[config.mk]
export PLATFORM = sky130hd
export DESIGN_NAME = tap_dance_key_sequencer
export DESIGN_NICKNAME = d
export VERILOG_FILES = /design/src/hw/rtl/tds_pkg.sv /design/src/hw/rtl/tap_dance_key_sequencer.sv /design/src/hw/rtl/tds_dp.sv /design/src/hw/rtl/tds_ctrl.sv
export VERILOG_INCLUDE_DIRS = /design/src /design/src/hw/rtl
export SDC_FILE = /design/constraint.sdc
export NUM_CORES = 1
export LEC_CHECK = 0
export ABC_CLOCK_PERIOD_IN_PS = 4660
export BUFFER_PORTS_ARGS = -buffer_cell sky130_fd_sc_hd__buf_4
export CAP_MARGIN = 20
export CORE_MARGIN = 8
export CORE_UTILIZATION = 55
export CTS_CLUSTER_SIZE = 40
export DETAILED_ROUTE_END_ITERATION = 6
export GPL_ROUTABILITY_DRIVEN = 0
export PLACE_DENSITY = 0.74
export SLEW_MARGIN = 5
export SYNTH_ARGS = -nofsm -noshare
export SYNTH_HDL_FRONTEND = slang
export SYNTH_SLANG_ARGS = --single-unit
[constraint.sdc]
create_clock -name clock -period 4.66 [get_ports clock]
set_input_delay 0.233 -clock clock [delete_from_list [all_inputs] [get_ports clock]]
set_output_delay 0.233 -clock clock [all_outputs]
set_load 0.01 [all_outputs]
[src/hw/rtl/tap_dance_key_sequencer_defines.svh]
// Assertion macros shared by the tap-dance sequencer RTL.
// Used by tds_ctrl and tds_dp; each module provides clock and reset.
`ifndef TAP_DANCE_KEY_SEQUENCER_DEFINES_SVH
`define TAP_DANCE_KEY_SEQUENCER_DEFINES_SVH

`ifndef NO_ASSERTIONS
// same-cycle implication
`define TDS_ASSERT_IMPL(lbl, ante, cons) \
   lbl: assert property (@(posedge clock) disable iff (reset) (ante) |-> (cons)) \
      else $error("tap dance sequencer check failed");
// next-cycle implication
`define TDS_ASSERT_NEXT(lbl, ante, cons) \
   lbl: assert property (@(posedge clock) disable iff (reset) (ante) |=> (cons)) \
      else $error("tap dance sequencer check failed");
`else
`define TDS_ASSERT_IMPL(lbl, ante, cons)
`define TDS_ASSERT_NEXT(lbl, ante, cons)
`endif

`endif

[src/hw/rtl/tds_pkg.sv]
// Shared types and constants of the tap-dance key sequencer.
// Used by tds_ctrl, tds_dp and tap_dance_key_sequencer; no dependencies.
`default_nettype none

package tds_pkg;

   // field widths
   localparam int KEY_W  = 4;
   localparam int TC_W   = 8;
   localparam int POS_W  = 8;
   localparam int TIME_W = 32;
   localparam int TMO_W  = 16;
   localparam int ACT_W  = 3;

   localparam logic [TMO_W-1:0] TMO_RESET = 16'd200;

   // request tdata layout, lowest bit first
   localparam int IN_DATA_W  = 64;
   localparam int NOW_LSB    = 0;
   localparam int TD_BIT     = 32;
   localparam int KEY_LSB    = 33;
   localparam int ROW_LSB    = 37;
   localparam int COL_LSB    = 45;
   localparam int IS_BIT     = 53;
   localparam int WAS_BIT    = 54;
   localparam int INJ_BIT    = 55;
   localparam int MASKED_BIT = 56;

   // response tdata width
   localparam int OUT_DATA_W = 32;

   // action codes carried on rsp_tuser
   typedef enum logic [ACT_W-1:0] {
      ACT_TAP       = 3'd0,
      ACT_HOLD      = 3'd1,
      ACT_INTERRUPT = 3'd2,
      ACT_TIMEOUT   = 3'd3,
      ACT_RELEASE   = 3'd4,
      ACT_MASK      = 3'd5,
      ACT_VERDICT   = 3'd6
   } act_type;

   // tap count memory read address select
   typedef enum logic [1:0] {
      RD_IDX  = 2'd0,
      RD_ACT  = 2'd1,
      RD_SCAN = 2'd2
   } rd_sel_type;

   // controller -> datapath
   typedef struct packed {
      logic       capture;
      rd_sel_type rd_sel;
      logic       clr_pressed;
      logic       rel_idx;
      logic       intr;
      logic       activate;
      logic       set_pressed;
      logic       tap;
      logic       rchk;
      logic       scan_clr;
      logic       scan_next;
      logic       scan_rel;
      logic       tmo;
      logic       emit;
      act_type    act;
      logic       cons;
      logic       unm;
   } cmd_type;

   // datapath -> controller
   typedef struct packed {
      logic kind;
      logic injected;
      logic is_pr;
      logic was_pr;
      logic td;
      logic masked;
      logic active;
      logic same;
      logic trig_idx;
      logic scan_done;
      logic scan_pend;
      logic tmo_due;
      logic emit_ok;
   } status_type;

endpackage

`default_nettype wire

[src/hw/rtl/tap_dance_key_sequencer.sv]
// Key event: decode, optional interrupt and mask, activation, tap or hold or a
// release check, then verdict, before the next request can be taken.
// Cycle end: the release scan walks the tap count memory one key per cycle,
// pausing to emit each pending release (responses wait on rsp_tready), then a timeout check.
// One request in flight; results leave through a single output register.
// Synchronous reset clears all key state at once; tap counts read as zero.
`default_nettype none

module tap_dance_key_sequencer #(
   parameter int NUM_KEYS = 16
) (
   input  wire logic                          clock,
   input  wire logic                          reset,
   // request: tdata = now_ms, is_tap_dance, key_index, row, col, down_now,
   //          down_prev, injected, key_masked (lowest bit first)
   input  wire logic                          req_tvalid,
   output logic                               req_tready,
   input  wire logic [tds_pkg::IN_DATA_W-1:0] req_tdata,
   // tuser = kind
   input  wire logic [0:0]                    req_tuser,
   // response: tdata = key_index_res, taps, row_res, col_res, consumed,
   //           unmask (lowest bit first)
   output logic                               rsp_tvalid,
   input  wire logic                          rsp_tready,
   output logic [tds_pkg::OUT_DATA_W-1:0]     rsp_tdata,
   // tuser = action
   output logic [tds_pkg::ACT_W-1:0]          rsp_tuser,
   output logic                               rsp_tlast,
   // timeout_ms register write
   input  wire logic                          csr_valid,
   output logic                               csr_ready,
   input  wire logic [tds_pkg::TMO_W-1:0]     csr_data
);

   tds_pkg::cmd_type    cmd;
   tds_pkg::status_type st;
   logic                csr_wr;

   // register writes are always taken
   assign csr_ready = 1'b1;
   assign csr_wr    = csr_valid & csr_ready;

   tds_ctrl u_ctrl (
      .clock      (clock),
      .reset      (reset),
      .req_tvalid (req_tvalid),
      .req_tready (req_tready),
      .st         (st),
      .cmd        (cmd)
   );

   tds_dp #(
      .NUM_KEYS (NUM_KEYS)
   ) u_dp (
      .clock      (clock),
      .reset      (reset),
      .req_tdata  (req_tdata),
      .req_tuser  (req_tuser),
      .csr_wr     (csr_wr),
      .csr_data   (csr_data),
      .cmd        (cmd),
      .st         (st),
      .rsp_tvalid (rsp_tvalid),
      .rsp_tready (rsp_tready),
      .rsp_tdata  (rsp_tdata),
      .rsp_tuser  (rsp_tuser),
      .rsp_tlast  (rsp_tlast)
   );

endmodule

`default_nettype wire

[src/hw/rtl/tds_dp.sv]
// Datapath of the tap-dance sequencer: request capture, key state, tap count
// memory, release scan counter and response register. Uses tds_pkg.
`default_nettype none
`include "tap_dance_key_sequencer_defines.svh"

module tds_dp #(
   parameter int NUM_KEYS = 16
) (
   input  wire logic                             clock,
   input  wire logic                             reset,
   input  wire logic [tds_pkg::IN_DATA_W-1:0]    req_tdata,
   input  wire logic [0:0]                       req_tuser,
   input  wire logic                             csr_wr,
   input  wire logic [tds_pkg::TMO_W-1:0]        csr_data,
   input  wire tds_pkg::cmd_type                 cmd,
   output tds_pkg::status_type                   st,
   output logic                                  rsp_tvalid,
   input  wire logic                             rsp_tready,
   output logic [tds_pkg::OUT_DATA_W-1:0]        rsp_tdata,
   output logic [tds_pkg::ACT_W-1:0]             rsp_tuser,
   output logic                                  rsp_tlast
);

   localparam int IDX_W = (NUM_KEYS > 1) ? $clog2(NUM_KEYS) : 1;
   localparam int CNT_W = $clog2(NUM_KEYS + 1);
   localparam int KW    = tds_pkg::KEY_W;
   localparam int TW    = tds_pkg::TC_W;
   localparam int PW    = tds_pkg::POS_W;
   localparam int NW    = tds_pkg::TIME_W;

   // captured request
   logic          in_kind_ff, in_td_ff, in_is_ff, in_was_ff, in_inj_ff, in_mask_ff;
   logic [NW-1:0] in_now_ff;
   logic [KW-1:0] in_key_ff;
   logic [PW-1:0] in_row_ff, in_col_ff;

   // key state
   logic [tds_pkg::TMO_W-1:0] timeout_ff, timeout_in;
   logic [NW-1:0]       deadline_ff, deadline_in;
   logic [NUM_KEYS-1:0] pressed_ff, pressed_in;
   logic [NUM_KEYS-1:0] trig_ff, trig_in;
   logic [NUM_KEYS-1:0] relpend_ff, relpend_in;
   logic                active_ff, active_in;
   logic [KW-1:0]       act_idx_ff, act_idx_in;
   logic [PW-1:0]       act_row_ff, act_row_in;
   logic [PW-1:0]       act_col_ff, act_col_in;
   logic [CNT_W-1:0]    scan_cnt_ff, scan_cnt_in;

   // tap count memory with per-entry valid bits
   logic [TW-1:0]       tc_mem_ff [NUM_KEYS];
   logic [NUM_KEYS-1:0] tc_vld_ff, tc_vld_in;
   logic [TW-1:0]       tc_rd_ff;
   logic                tc_rv_ff;
   logic [TW-1:0]       tc_rd, tc_inc;

   // response register
   logic                rsp_valid_ff, rsp_valid_in;
   logic [tds_pkg::ACT_W-1:0] rsp_act_ff;
   logic [KW-1:0]       rsp_key_ff;
   logic [TW-1:0]       rsp_tc_ff;
   logic [PW-1:0]       rsp_row_ff, rsp_col_ff;
   logic                rsp_cons_ff, rsp_unm_ff, rsp_last_ff;

   logic [IDX_W-1:0]    key_ix, ai_ix, scan_ix, rd_ix, rel_ix;
   logic                rel_en;
   logic                emit_ok;

   assign key_ix  = in_key_ff[IDX_W-1:0];
   assign ai_ix   = act_idx_ff[IDX_W-1:0];
   assign scan_ix = scan_cnt_ff[IDX_W-1:0];
   assign tc_rd   = tc_rv_ff ? tc_rd_ff : '0;
   assign tc_inc  = tc_rd + TW'(1);
   assign emit_ok = !rsp_valid_ff || rsp_tready;

   // request capture
   always_ff @(posedge clock) begin
      if (cmd.capture) begin
         in_kind_ff <= req_tuser[0];
         in_now_ff  <= req_tdata[tds_pkg::NOW_LSB +: NW];
         in_td_ff   <= req_tdata[tds_pkg::TD_BIT] &&
                       (int'(req_tdata[tds_pkg::KEY_LSB +: KW]) < NUM_KEYS);
         in_key_ff  <= req_tdata[tds_pkg::KEY_LSB +: KW];
         in_row_ff  <= req_tdata[tds_pkg::ROW_LSB +: PW];
         in_col_ff  <= req_tdata[tds_pkg::COL_LSB +: PW];
         in_is_ff   <= req_tdata[tds_pkg::IS_BIT];
         in_was_ff  <= req_tdata[tds_pkg::WAS_BIT];
         in_inj_ff  <= req_tdata[tds_pkg::INJ_BIT];
         in_mask_ff <= req_tdata[tds_pkg::MASKED_BIT];
      end
   end

   // memory read address
   always_comb begin
      case (cmd.rd_sel)
         tds_pkg::RD_ACT:  rd_ix = ai_ix;
         tds_pkg::RD_SCAN: rd_ix = scan_ix;
         default:          rd_ix = key_ix;
      endcase
   end

   // which key, if any, is released this cycle
   always_comb begin
      rel_en = 1'b0;
      rel_ix = key_ix;
      if (cmd.rel_idx) begin
         rel_en = 1'b1;
      end
      if (cmd.rchk && (tc_rd != '0)) begin
         rel_en = 1'b1;
      end
      if ((cmd.intr || cmd.tmo) && !pressed_ff[ai_ix]) begin
         rel_en = 1'b1;
         rel_ix = ai_ix;
      end
   end

   // key state next values
   always_comb begin
      timeout_in  = csr_wr ? csr_data : timeout_ff;
      deadline_in = deadline_ff;
      pressed_in  = pressed_ff;
      trig_in     = trig_ff;
      relpend_in  = relpend_ff;
      active_in   = active_ff;
      act_idx_in  = act_idx_ff;
      act_row_in  = act_row_ff;
      act_col_in  = act_col_ff;
      tc_vld_in   = tc_vld_ff;

      if (cmd.clr_pressed) begin
         pressed_in[key_ix] = 1'b0;
      end
      // interrupt or timeout marks the active key triggered
      if (cmd.intr || cmd.tmo) begin
         trig_in[ai_ix] = 1'b1;
      end
      if (cmd.intr) begin
         deadline_in = '0;
      end
      // new active key
      if (cmd.activate) begin
         active_in  = 1'b1;
         act_idx_in = in_key_ff;
         act_row_in = in_row_ff;
         act_col_in = in_col_ff;
         if (cmd.set_pressed) begin
            pressed_in[key_ix] = 1'b1;
         end
      end
      if (cmd.tap) begin
         deadline_in     = in_now_ff + NW'(timeout_ff);
         tc_vld_in[ai_ix] = 1'b1;
      end
      if (cmd.scan_rel) begin
         relpend_in[scan_ix] = 1'b0;
         tc_vld_in[scan_ix]  = 1'b0;
      end
      // release ends the sequence and queues the key for the next cycle end
      if (rel_en) begin
         deadline_in        = '0;
         active_in          = 1'b0;
         pressed_in[rel_ix] = 1'b0;
         trig_in[rel_ix]    = 1'b0;
         relpend_in[rel_ix] = 1'b1;
      end
   end

   // release scan counter
   always_comb begin
      scan_cnt_in = scan_cnt_ff;
      if (cmd.scan_clr) begin
         scan_cnt_in = '0;
      end else if (cmd.scan_next) begin
         scan_cnt_in = scan_cnt_ff + CNT_W'(1);
      end
   end

   always_ff @(posedge clock) begin
      if (reset) begin
         timeout_ff  <= tds_pkg::TMO_RESET;
         deadline_ff <= '0;
         pressed_ff  <= '0;
         trig_ff     <= '0;
         relpend_ff  <= '0;
         active_ff   <= 1'b0;
         act_idx_ff  <= '0;
         act_row_ff  <= '0;
         act_col_ff  <= '0;
         scan_cnt_ff <= '0;
         tc_vld_ff   <= '0;
      end else begin
         timeout_ff  <= timeout_in;
         deadline_ff <= deadline_in;
         pressed_ff  <= pressed_in;
         trig_ff     <= trig_in;
         relpend_ff  <= relpend_in;
         active_ff   <= active_in;
         act_idx_ff  <= act_idx_in;
         act_row_ff  <= act_row_in;
         act_col_ff  <= act_col_in;
         scan_cnt_ff <= scan_cnt_in;
         tc_vld_ff   <= tc_vld_in;
      end
   end

   // tap count memory: one write port, one registered read port
   always_ff @(posedge clock) begin
      if (cmd.tap) begin
         tc_mem_ff[ai_ix] <= tc_inc;
      end
      tc_rd_ff <= tc_mem_ff[rd_ix];
      tc_rv_ff <= tc_vld_ff[rd_ix];
   end

   // response register
   assign rsp_valid_in = cmd.emit ? 1'b1 : (rsp_tready ? 1'b0 : rsp_valid_ff);

   always_ff @(posedge clock) begin
      if (reset) begin
         rsp_valid_ff <= 1'b0;
      end else begin
         rsp_valid_ff <= rsp_valid_in;
      end
   end

   always_ff @(posedge clock) begin
      if (cmd.emit) begin
         rsp_act_ff  <= cmd.act;
         rsp_cons_ff <= cmd.cons;
         rsp_unm_ff  <= cmd.unm;
         rsp_last_ff <= (cmd.act == tds_pkg::ACT_VERDICT);
         case (cmd.act)
            tds_pkg::ACT_TAP: begin
               rsp_key_ff <= act_idx_ff;
               rsp_tc_ff  <= tc_inc;
               rsp_row_ff <= act_row_ff;
               rsp_col_ff <= act_col_ff;
            end
            tds_pkg::ACT_RELEASE: begin
               rsp_key_ff <= KW'(scan_ix);
               rsp_tc_ff  <= tc_rd;
               rsp_row_ff <= act_row_ff;
               rsp_col_ff <= act_col_ff;
            end
            tds_pkg::ACT_MASK: begin
               rsp_key_ff <= '0;
               rsp_tc_ff  <= '0;
               rsp_row_ff <= in_row_ff;
               rsp_col_ff <= in_col_ff;
            end
            tds_pkg::ACT_HOLD, tds_pkg::ACT_INTERRUPT, tds_pkg::ACT_TIMEOUT: begin
               rsp_key_ff <= act_idx_ff;
               rsp_tc_ff  <= tc_rd;
               rsp_row_ff <= act_row_ff;
               rsp_col_ff <= act_col_ff;
            end
            default: begin
               rsp_key_ff <= '0;
               rsp_tc_ff  <= '0;
               rsp_row_ff <= '0;
               rsp_col_ff <= '0;
            end
         endcase
      end
   end

   assign rsp_tvalid = rsp_valid_ff;
   assign rsp_tuser  = rsp_act_ff;
   assign rsp_tlast  = rsp_last_ff;
   assign rsp_tdata  = {2'b00, rsp_unm_ff, rsp_cons_ff, rsp_col_ff, rsp_row_ff,
                        rsp_tc_ff, rsp_key_ff};

   // status to the controller
   always_comb begin
      st.kind      = in_kind_ff;
      st.injected  = in_inj_ff;
      st.is_pr     = in_is_ff;
      st.was_pr    = in_was_ff;
      st.td        = in_td_ff;
      st.masked    = in_mask_ff;
      st.active    = active_ff;
      st.same      = (act_idx_ff == in_key_ff);
      st.trig_idx  = trig_ff[key_ix];
      st.scan_done = (scan_cnt_ff == CNT_W'(NUM_KEYS));
      st.scan_pend = relpend_ff[scan_ix];
      st.tmo_due   = active_ff && (deadline_ff != '0) && (in_now_ff > deadline_ff);
      st.emit_ok   = emit_ok;
   end

   `TDS_ASSERT_NEXT(a_tap_sets_valid, cmd.tap, tc_vld_ff[ai_ix])
   `TDS_ASSERT_IMPL(a_scan_only_pending, cmd.scan_rel, relpend_ff[scan_ix])
   `TDS_ASSERT_NEXT(a_tmo_free_release, cmd.tmo && !pressed_ff[ai_ix], !active_ff && relpend_ff[ai_ix])

endmodule

`default_nettype wire

[src/hw/rtl/tds_ctrl.sv]
// Controller of the tap-dance sequencer: decodes each request and steps
// through its actions one response at a time. Uses tds_pkg.
`default_nettype none
`include "tap_dance_key_sequencer_defines.svh"

module tds_ctrl (
   input  wire logic                  clock,
   input  wire logic                  reset,
   input  wire logic                  req_tvalid,
   output logic                       req_tready,
   input  wire tds_pkg::status_type   st,
   output tds_pkg::cmd_type           cmd
);

   typedef enum logic [12:0] {
      S_IDLE      = 13'h0001,
      S_DECODE    = 13'h0002,
      S_INTR      = 13'h0004,
      S_MASK      = 13'h0008,
      S_ACT       = 13'h0010,
      S_TAP       = 13'h0020,
      S_HOLD      = 13'h0040,
      S_RCHK      = 13'h0080,
      S_SCAN      = 13'h0100,
      S_SCAN_EMIT = 13'h0200,
      S_TCHK      = 13'h0400,
      S_TMO       = 13'h0800,
      S_VERDICT   = 13'h1000
   } state_type;

   state_type state_ff, state_in;

   // plan of the current key event
   logic intr_ff, intr_in;
   logic act_ff, act_in;
   logic setp_ff, setp_in;
   logic tap_ff, tap_in;
   logic hold_ff, hold_in;
   logic rchk_ff, rchk_in;
   logic cons_ff, cons_in;
   logic unm_ff, unm_in;

   logic key_on, key_off, key_held;

   assign key_on   = st.is_pr && !st.was_pr;
   assign key_off  = !st.is_pr && st.was_pr;
   assign key_held = st.is_pr && st.was_pr;

   always_comb begin
      state_in   = state_ff;
      intr_in    = intr_ff;
      act_in     = act_ff;
      setp_in    = setp_ff;
      tap_in     = tap_ff;
      hold_in    = hold_ff;
      rchk_in    = rchk_ff;
      cons_in    = cons_ff;
      unm_in     = unm_ff;
      cmd        = '0;
      cmd.rd_sel = tds_pkg::RD_IDX;
      cmd.act    = tds_pkg::ACT_VERDICT;
      req_tready = 1'b0;

      case (state_ff)
         S_IDLE: begin
            req_tready = 1'b1;
            if (req_tvalid) begin
               cmd.capture = 1'b1;
               state_in    = S_DECODE;
            end
         end

         // classify the request and record what follows
         S_DECODE: begin
            intr_in = 1'b0;
            act_in  = 1'b0;
            setp_in = 1'b0;
            tap_in  = 1'b0;
            hold_in = 1'b0;
            rchk_in = 1'b0;
            cons_in = 1'b0;
            unm_in  = 1'b0;
            if (st.kind) begin
               cmd.scan_clr = 1'b1;
               state_in     = S_SCAN;
            end else begin
               if (st.injected) begin
                  cons_in = 1'b0;
               end else if (!st.is_pr && !st.was_pr) begin
                  cons_in = st.td;
               end else if (!st.td) begin
                  // plain key: interrupts a running sequence on press; a masked one is consumed
                  if (st.active) begin
                     if (key_on) begin
                        intr_in = 1'b1;
                        cons_in = 1'b1;
                        unm_in  = 1'b1;
                     end else if (st.masked) begin
                        cons_in = 1'b1;
                        unm_in  = 1'b1;
                     end
                  end
               end else begin
                  cons_in         = 1'b1;
                  cmd.clr_pressed = key_off;
                  if (st.active && st.same) begin
                     if (!key_off) begin
                        act_in  = 1'b1;
                        setp_in = 1'b1;
                        tap_in  = key_on;
                        hold_in = key_held && st.trig_idx;
                     end
                  end else if (!st.active) begin
                     if (st.trig_idx) begin
                        cmd.rel_idx = key_off;
                     end else begin
                        act_in = 1'b1;
                        tap_in = 1'b1;
                     end
                  end else if (key_off) begin
                     rchk_in = 1'b1;
                  end else if (key_on) begin
                     intr_in = 1'b1;
                     act_in  = 1'b1;
                     setp_in = 1'b1;
                     tap_in  = 1'b1;
                  end
               end
               cmd.rd_sel = intr_in ? tds_pkg::RD_ACT : tds_pkg::RD_IDX;
               if (intr_in) begin
                  state_in = S_INTR;
               end else if (rchk_in) begin
                  state_in = S_RCHK;
               end else if (act_in) begin
                  state_in = S_ACT;
               end else begin
                  state_in = S_VERDICT;
               end
            end
         end

         S_INTR: begin
            cmd.rd_sel = tds_pkg::RD_ACT;
            cmd.act    = tds_pkg::ACT_INTERRUPT;
            if (st.emit_ok) begin
               cmd.emit = 1'b1;
               cmd.intr = 1'b1;
               state_in = S_MASK;
            end
         end

         S_MASK: begin
            cmd.act = tds_pkg::ACT_MASK;
            if (st.emit_ok) begin
               cmd.emit = 1'b1;
               state_in = act_ff ? S_ACT : S_VERDICT;
            end
         end

         // take over the active key; its tap count is read meanwhile
         S_ACT: begin
            cmd.activate    = 1'b1;
            cmd.set_pressed = setp_ff;
            if (tap_ff) begin
               state_in = S_TAP;
            end else if (hold_ff) begin
               state_in = S_HOLD;
            end else begin
               state_in = S_VERDICT;
            end
         end

         S_TAP: begin
            cmd.act = tds_pkg::ACT_TAP;
            if (st.emit_ok) begin
               cmd.emit = 1'b1;
               cmd.tap  = 1'b1;
               state_in = S_VERDICT;
            end
         end

         S_HOLD: begin
            cmd.act = tds_pkg::ACT_HOLD;
            if (st.emit_ok) begin
               cmd.emit = 1'b1;
               state_in = S_VERDICT;
            end
         end

         S_RCHK: begin
            cmd.rchk = 1'b1;
            state_in = S_VERDICT;
         end

         // cycle end: walk the release-pending keys
         S_SCAN: begin
            cmd.rd_sel = tds_pkg::RD_SCAN;
            if (st.scan_done) begin
               state_in = S_TCHK;
            end else if (st.scan_pend) begin
               state_in = S_SCAN_EMIT;
            end else begin
               cmd.scan_next = 1'b1;
            end
         end

         S_SCAN_EMIT: begin
            cmd.rd_sel = tds_pkg::RD_SCAN;
            cmd.act    = tds_pkg::ACT_RELEASE;
            if (st.emit_ok) begin
               cmd.emit      = 1'b1;
               cmd.scan_rel  = 1'b1;
               cmd.scan_next = 1'b1;
               state_in      = S_SCAN;
            end
         end

         S_TCHK: begin
            cmd.rd_sel = tds_pkg::RD_ACT;
            state_in   = st.tmo_due ? S_TMO : S_VERDICT;
         end

         S_TMO: begin
            cmd.rd_sel = tds_pkg::RD_ACT;
            cmd.act    = tds_pkg::ACT_TIMEOUT;
            if (st.emit_ok) begin
               cmd.emit = 1'b1;
               cmd.tmo  = 1'b1;
               state_in = S_VERDICT;
            end
         end

         S_VERDICT: begin
            cmd.act  = tds_pkg::ACT_VERDICT;
            cmd.cons = cons_ff;
            cmd.unm  = unm_ff;
            if (st.emit_ok) begin
               cmd.emit = 1'b1;
               state_in = S_IDLE;
            end
         end

         default: begin
            state_in = S_IDLE;
         end
      endcase
   end

   always_ff @(posedge clock) begin
      if (reset) begin
         state_ff <= S_IDLE;
         intr_ff  <= 1'b0;
         act_ff   <= 1'b0;
         setp_ff  <= 1'b0;
         tap_ff   <= 1'b0;
         hold_ff  <= 1'b0;
         rchk_ff  <= 1'b0;
         cons_ff  <= 1'b0;
         unm_ff   <= 1'b0;
      end else begin
         state_ff <= state_in;
         intr_ff  <= intr_in;
         act_ff   <= act_in;
         setp_ff  <= setp_in;
         tap_ff   <= tap_in;
         hold_ff  <= hold_in;
         rchk_ff  <= rchk_in;
         cons_ff  <= cons_in;
         unm_ff   <= unm_in;
      end
   end

   `TDS_ASSERT_IMPL(a_emit_has_room, cmd.emit, st.emit_ok)
   `TDS_ASSERT_NEXT(a_verdict_ends_item, cmd.emit && (cmd.act == tds_pkg::ACT_VERDICT), state_ff == S_IDLE)

endmodule

`default_nettype wire

Yosys cells after proc, flatten, opt, wreduce, memory -nomap -nowiden. Memories as Yosys holds them, arrays and structs flattened. A register that Yosys moved wholly into a read port is not among the register bits. Cells that the tools add are included.

Memory bits (writable): 128. Logic and storage cells: 270. Output and inout bits: 39. Bits in registers: 251. Memories: 1.

Memories: u_dp.tc_mem_ff (depth 16, width 8, rd ports 1, clocked after memory_dff 1, write ports 1, line tds_dp.sv:50) `logic [TW-1:0] tc_mem_ff [NUM_KEYS];`.

Reductions and logical operators: 34. Magnitude comparators: 10. Eq/ne operators: 30. Add/subtract/negate cells: 3. Mux-type cells: 142. Bitwise operators: 12.

Operators with widths (number): two-way mux 13 bit (16); two-way mux 16 bit (10); case mux 13 bit (11 select lines) (1); two-way mux 1 bit (88); bitwise AND 16 bit (5); two-way mux 32 bit (2); bitwise OR 16 bit (4); NOT 16 bit (3); case mux 8 bit (2 select lines) (3); adder 32 x 16 -> 32 bit (1); greater-than comparator 32 bit (1); nonzero test 32 bit (1); case mux 4 bit (7 select lines) (1); less-than comparator 4 x 5 -> 1 bit (second input constant) (5); binary-select mux 1 bit (select 4 bit) (4); demux 1 bit (select 4 bit) (4); >= comparator 4 x 1 -> 1 bit (second input constant) (4); case mux 4 bit (2 select lines) (2); logical AND 1 bit (14); equality test 13 x 1 -> 1 bit (second input constant) (1); equality test 13 x 10 -> 1 bit (second input constant) (1); equality test 13 x 11 -> 1 bit (second input constant) (1); equality test 13 x 12 -> 1 bit (second input constant) (1); equality test 13 bit (second input constant) (1); other kinds (35) (57).

Logic depth before layout (Yosys ltp).
Word-level depth: 20. Gate-level depth with buffers: 18. Depth with buffers taken out: 14.

Hierarchy. A second synthesis with hierarchy kept.

Cell total of the unflattened synthesis: 1614. Area, all modules: 18456.5 sq um.

Modules (own cells, without submodules): tds_dp (cells each 1416, seq. area each 9569.2 sq um, times used 1, area each 16916.2 sq um); tds_ctrl (cells each 196, seq. area each 380.4 sq um, times used 1, area each 1529.0 sq um); tap_dance_key_sequencer (cells each 2, seq. area each 0.0 sq um, times used 1, area each 11.3 sq um).

Worst setup path after synthesis. No wires, ideal clock.

Path type: reg-to-reg. Start: reg u_ctrl.state_ff[11]. End: reg u_dp.tc_rd_ff[0], read port of u_dp.tc_mem_ff. Stages on the path, launching flop included: 19. Path slack: 720 ps. Data arrival time: 3804 ps. Library setup time: 136 ps. Buffers on the path: 4. Cell sequence: dfxtp_1 > buf_2 > or4_1 > buf_2 > nor3_4 > and3_1 > buf_4 > nand3_1 > nand3_1 > inv_1 > ha_1 > a22oi_1 > nor2_1 > a21oi_2 > buf_2 > mux4_2 > mux2_2 > nand2_1 > o21ai_0.

Cells in the longest elaborated chain, start to end: 5. Elaborated cells between the ends (all ways): 12. Classes of those cells: eq/ne (8); mux (2); reduce/logical (2).

RTL lines: start, declared (line tds_ctrl.sv:31) `state_type state_ff, state_in;`; start signal, assigned (line tds_ctrl.sv:261) `state_ff <= state_in;`; equality test 13 x 11 -> 1 bit, or another cell as far along (line tds_ctrl.sv:64) `case (state_ff)`; OR reduction 3 bit (no source line) or OR reduction 2 bit (tied branches); case mux 2 bit (3 select lines) * (line tds_ctrl.sv:64); equality test 2 bit or equality test 2 x 1 -> 1 bit (tied branches) (line tds_dp.sv:94) `case (cmd.rd_sel)`; case mux 4 bit (2 select lines) * (line tds_dp.sv:94); end, declared (line tds_dp.sv:52) `logic [TW-1:0] tc_rd_ff;`.

Mark *: on every way between the ends. The rest lies on a longest branch, timed or not. A chain may end at the register's enable or synchronous reset.

Final worst setup path.
Start: reg u_dp.act_idx_ff[3]. End: reg u_dp.tc_rd_ff[2], read port of u_dp.tc_mem_ff.

Cells in the longest elaborated chain, start to end: 13. Elaborated cells between the ends (all ways): 14. Classes of those cells: eq/ne (3); mux (10); reduce/logical (1).

RTL lines: start, declared (line tds_dp.sv:44) `logic [KW-1:0] act_idx_ff, act_idx_in;`; start signal, assigned (line tds_dp.sv:198) `act_idx_ff <= act_idx_in;`; equality test 4 bit (line tds_dp.sv:282) `st.same = (act_idx_ff == in_key_ff);`; logical AND 1 bit (line tds_ctrl.sv:106) `if (st.active && st.same) begin`; two-way mux 1 bit (line tds_ctrl.sv:106); two-way mux 1 bit (line tds_ctrl.sv:91) `end else if (!st.td) begin`; two-way mux 1 bit (line tds_ctrl.sv:89) `end else if (!st.is_pr && !st.was_pr) begin`; two-way mux 1 bit (line tds_ctrl.sv:87) `if (st.injected) begin`; two-way mux 1 bit (line tds_ctrl.sv:83) `if (st.kind) begin`; two-way mux 1 bit (line tds_ctrl.sv:64); two-way mux 1 bit (line tds_ctrl.sv:129) `cmd.rd_sel = intr_in ? tds_pkg::RD_ACT : tds_pkg::RD_IDX;`; two-way mux 4 bit (line tds_ctrl.sv:83); case mux 2 bit (3 select lines) (line tds_ctrl.sv:64); equality test 2 bit or equality test 2 x 1 -> 1 bit (tied branches) (line tds_dp.sv:94); case mux 4 bit (2 select lines) * (line tds_dp.sv:94).

Mark *: on every way between the ends. The rest lies on a longest branch, timed or not. The select of a mux whose other input is x is not followed.

==> flow_metrics.tcl <==
set metrics [dict create \
    status "complete, no violations" \
    crit_top_cell "nand3_1" \
    vias 13100 \
    min_path_type "in2reg" \
    fin_crit_sh_pct 89.4 \
    synthArstFlopShare_pct 0 \
    avgSynthCellArea_um2 11.5 \
    cap_violations 0 \
    hpwl_mm 30.1 \
    required_ps 5080 \
    hold_viol 0 \
    clock-sinks 387 \
    die_w_um 196 \
    drc 0 \
    fillers 2270 \
    ys_ff_latch 387 \
    path_max_fanout 36 \
    antenna_found_initial 0 \
    clk_pin_slew_worst_paths_ps 60 \
    cts_resized 0 \
    cp-start-kind "register" \
    ios 125 \
    grt_max_degree 84 \
    slew_headroom_pct 22.6 \
    area_delta_synth_final_pct 19.2 \
    ys_seq_area_share_pct 56.1 \
    cts_made_buffers 40 \
    critPathBufInv 1 \
    wl_per_cell_um 20.8 \
    synth_edf_count 220 \
    worstPathCellList "xor2_1 -> nor4_1 -> a21oi_1 -> nand3_1 -> nand3_1 -> ha_1 -> nor2_1 -> a21oi_4 -> buf_12 -> mux4_2 -> mux2_2 -> nand2_1 -> o21ai_0" \
    max_stage_delay_ps 690 \
    start_util_pct 56.1 \
    wirelength_mm 45.0 \
    die_h_um 196 \
    synth_cell_type_count 80 \
    vdd_drop_max_mv 0.312 \
    cts_tree "built" \
    clock_skew_ps 28.1 \
    insertion_delay_ps 560 \
    dieArea_um2 38300 \
    cts-root-buf "clkbuf_16" \
    worstSetupPathType "reg2reg" \
    postCtsSetupBuffers 0 \
    diodes 0 \
    synth_cells 1543 \
    yosys_warnings 0 \
    synth_area_um2 17700 \
    vias_per_cell 6.06 \
    clockBufferDepth 3 \
    leakagePower_nw 7.74 \
    h-tree-depth 2 \
    critPathTopFamily "simple AND/OR/NAND/NOR gates" \
    ant_nets 0 \
    worstSetupEndpointType "register" \
    setup_viol 0 \
    rows 65 \
    arrival_ps 4590 \
    io_buffers 114 \
    setup_tns_ps 0 \
    cp_slowest_cell "dfxtp_1" \
    power.density_nw_per_um2 366 \
    grt_first_pass_wirelength_mm 71.0 \
    first_pass_iters 6 \
    layout-drive-gt1-share_pct 17.5 \
    timing.final.crit_period_ps 4160 \
    core_area_um2 31600 \
    synth_ff_type "edfxtp_1" \
    grt_pass1_vias 13000 \
    final_cell_area_um2 21100 \
    drv_slew 0 \
    drtIter0Drc 1086 \
    fin_nets 1873 \
    grt-ovfl-total 0 \
    dpl_cell_area_um2 19100 \
    track_usage_pct 23.1 \
    rsz0062_at_grt "no" \
    worst_slew_pin_slew_ps 1130 \
    fmax_mhz 240 \
]
-- path summary, 6_finish.rpt --
path | slack (ps) | to | cells after the start | start
hold reg to reg | 450 | u_dp.act_row_ff[4] | 2 | u_dp.act_row_ff[4]
setup / recovery | 500 | u_dp.tc_rd_ff[2] | 13 | u_dp.act_idx_ff[3]
hold / removal | 60 | u_dp.timeout_ff[2] | 2 | reset
setup reg to reg | 500 | u_dp.tc_rd_ff[2] | 13 | u_dp.act_idx_ff[3]
-- synth_stat cells (12+ instances only) --
cell type	number	share of area (%)
edfxtp_1	220	37
o21ai_0	67	1.9
a31oi_1	12	0.42
xor2_1	25	1.2
nor3_1	57	1.6
clkbuf_1	46	0.97
dfxtp_1	167	19
ha_1	56	3.9
nand3_1	44	1.2
nor2b_1	20	0.71
and2_1	15	0.53
xnor2_1	20	0.99
nand2b_1	12	0.42
mux2_2	12	0.76
a21oi_1	88	2.5
mux4_2	49	6.2
a22oi_1	37	1.6
o21a_1	23	0.97
buf_2	15	0.42
nand4_1	15	0.53
mux2i_1	30	1.7
nor2_1	121	2.6
inv_1	48	1.0
nor4_1	25	0.88
nand2_1	162	3.4
-- placed cells by master, fill, tap and decap left out, types with 7 or more instances in the layout --
cell type      count
a21o_1             9
nor2_1           120
nand3_1           44
a31oi_1           12
clkbuf_1           9
nor3_1            55
a22oi_1           37
inv_1             48
xnor2_1           20
nor4_1            25
nand2b_1          12
nand4_1           15
nand2_1          162
mux4_2            49
clkbuf_16         40
edfxtp_1         220
dfxtp_1          167
o21ai_0           67
o211a_1            7
xor2_1            25
dlygate4sd3_1     74
mux2i_1           30
o21a_1            23
mux2_2            12
buf_4            146
and2_1            14
and3_1             9
ha_1              56
nor2b_1           20
a21oi_1           86
-- routing by layer --
| metal | vias to the layer above | wire, um | track usage, % |
|---|---|---|---|
| li1 | 6088 | - | - |
| met1 | 6402 | 19300 | 31.9 |
| met2 | 555 | 21300 | 37.2 |
| met3 | 73 | 3440 | 3.47 |
| met4 | 0 | 1000 | 6.85 |
| met5 | - | 0 | 0 |
-- area by class of cell --
| type | count | area [um2] | area share (%) |
|---|---|---|---|
| Tap cell | 402 | 503 | 2.38 |
| Clock buffer | 55 | 1120 | 5.28 |
| Timing Repair Buffer | 221 | 1860 | 8.78 |
| Inverter | 48 | 180 | 0.852 |
| Sequential cell | 387 | 9950 | 47.0 |
| Clock inverter | 18 | 223 | 1.05 |
| Multi-Input combinational cell | 1032 | 7320 | 34.6 |
-- cell families after synthesis --
group,after synthesis,share of synthesized area (%)
compound gates,296,10.9
other cells,2,0.0423
fa+ha+maj,57,4.06
mux,91,8.67
simple gates,540,15.1
flops,387,56.1
buf+inv,125,2.96
xor+xnor,45,2.22
-- what timing repair did --
| action | CTS | global route |
|---|---|---|
| hold buffers | 74 | 0 |
| setup endpoints to repair | 0 | 0 |
| hold endpoints to repair | 74 | 0 |
-- sequential cells by signal (all words and copies together), names as in the netlist, 13 cells and up --
| name | flops |
|---|---|
| u_dp.relpend_ff | 16 |
| u_dp.tc_mem_ff | 128 |
| u_dp.tc_vld_ff | 16 |
| u_dp.trig_ff | 16 |
| u_dp.deadline_ff | 32 |
| u_ctrl.state_ff | 13 |
| u_dp.in_now_ff | 32 |
| u_dp.timeout_ff | 16 |
| u_dp.pressed_ff | 16 |
-- per-stage QoR --
stage               util (%)  instances  worst slack, ps  power [mW]  hold slack, ps
floorplan                  -       1544              720        4.31             332
global placement        60.2       2015              717        4.53             411
detailed placement      60.2       2015              541        4.55             412
CTS                     66.8       2162              503        7.78            39.5
global route            66.8       2163              253        8.02            53.6
finish                  66.8       2163              496        7.75            62.2
-- where the power goes --
part	total (mW)	switching, mW	internal (mW)	leakage, nW
Sequential	3.78	0.0878	3.70	3.55
Clock	3.21	1.34	1.87	0.650
Combinational	0.756	0.431	0.325	3.54
(Power assumes the default switching activity.)
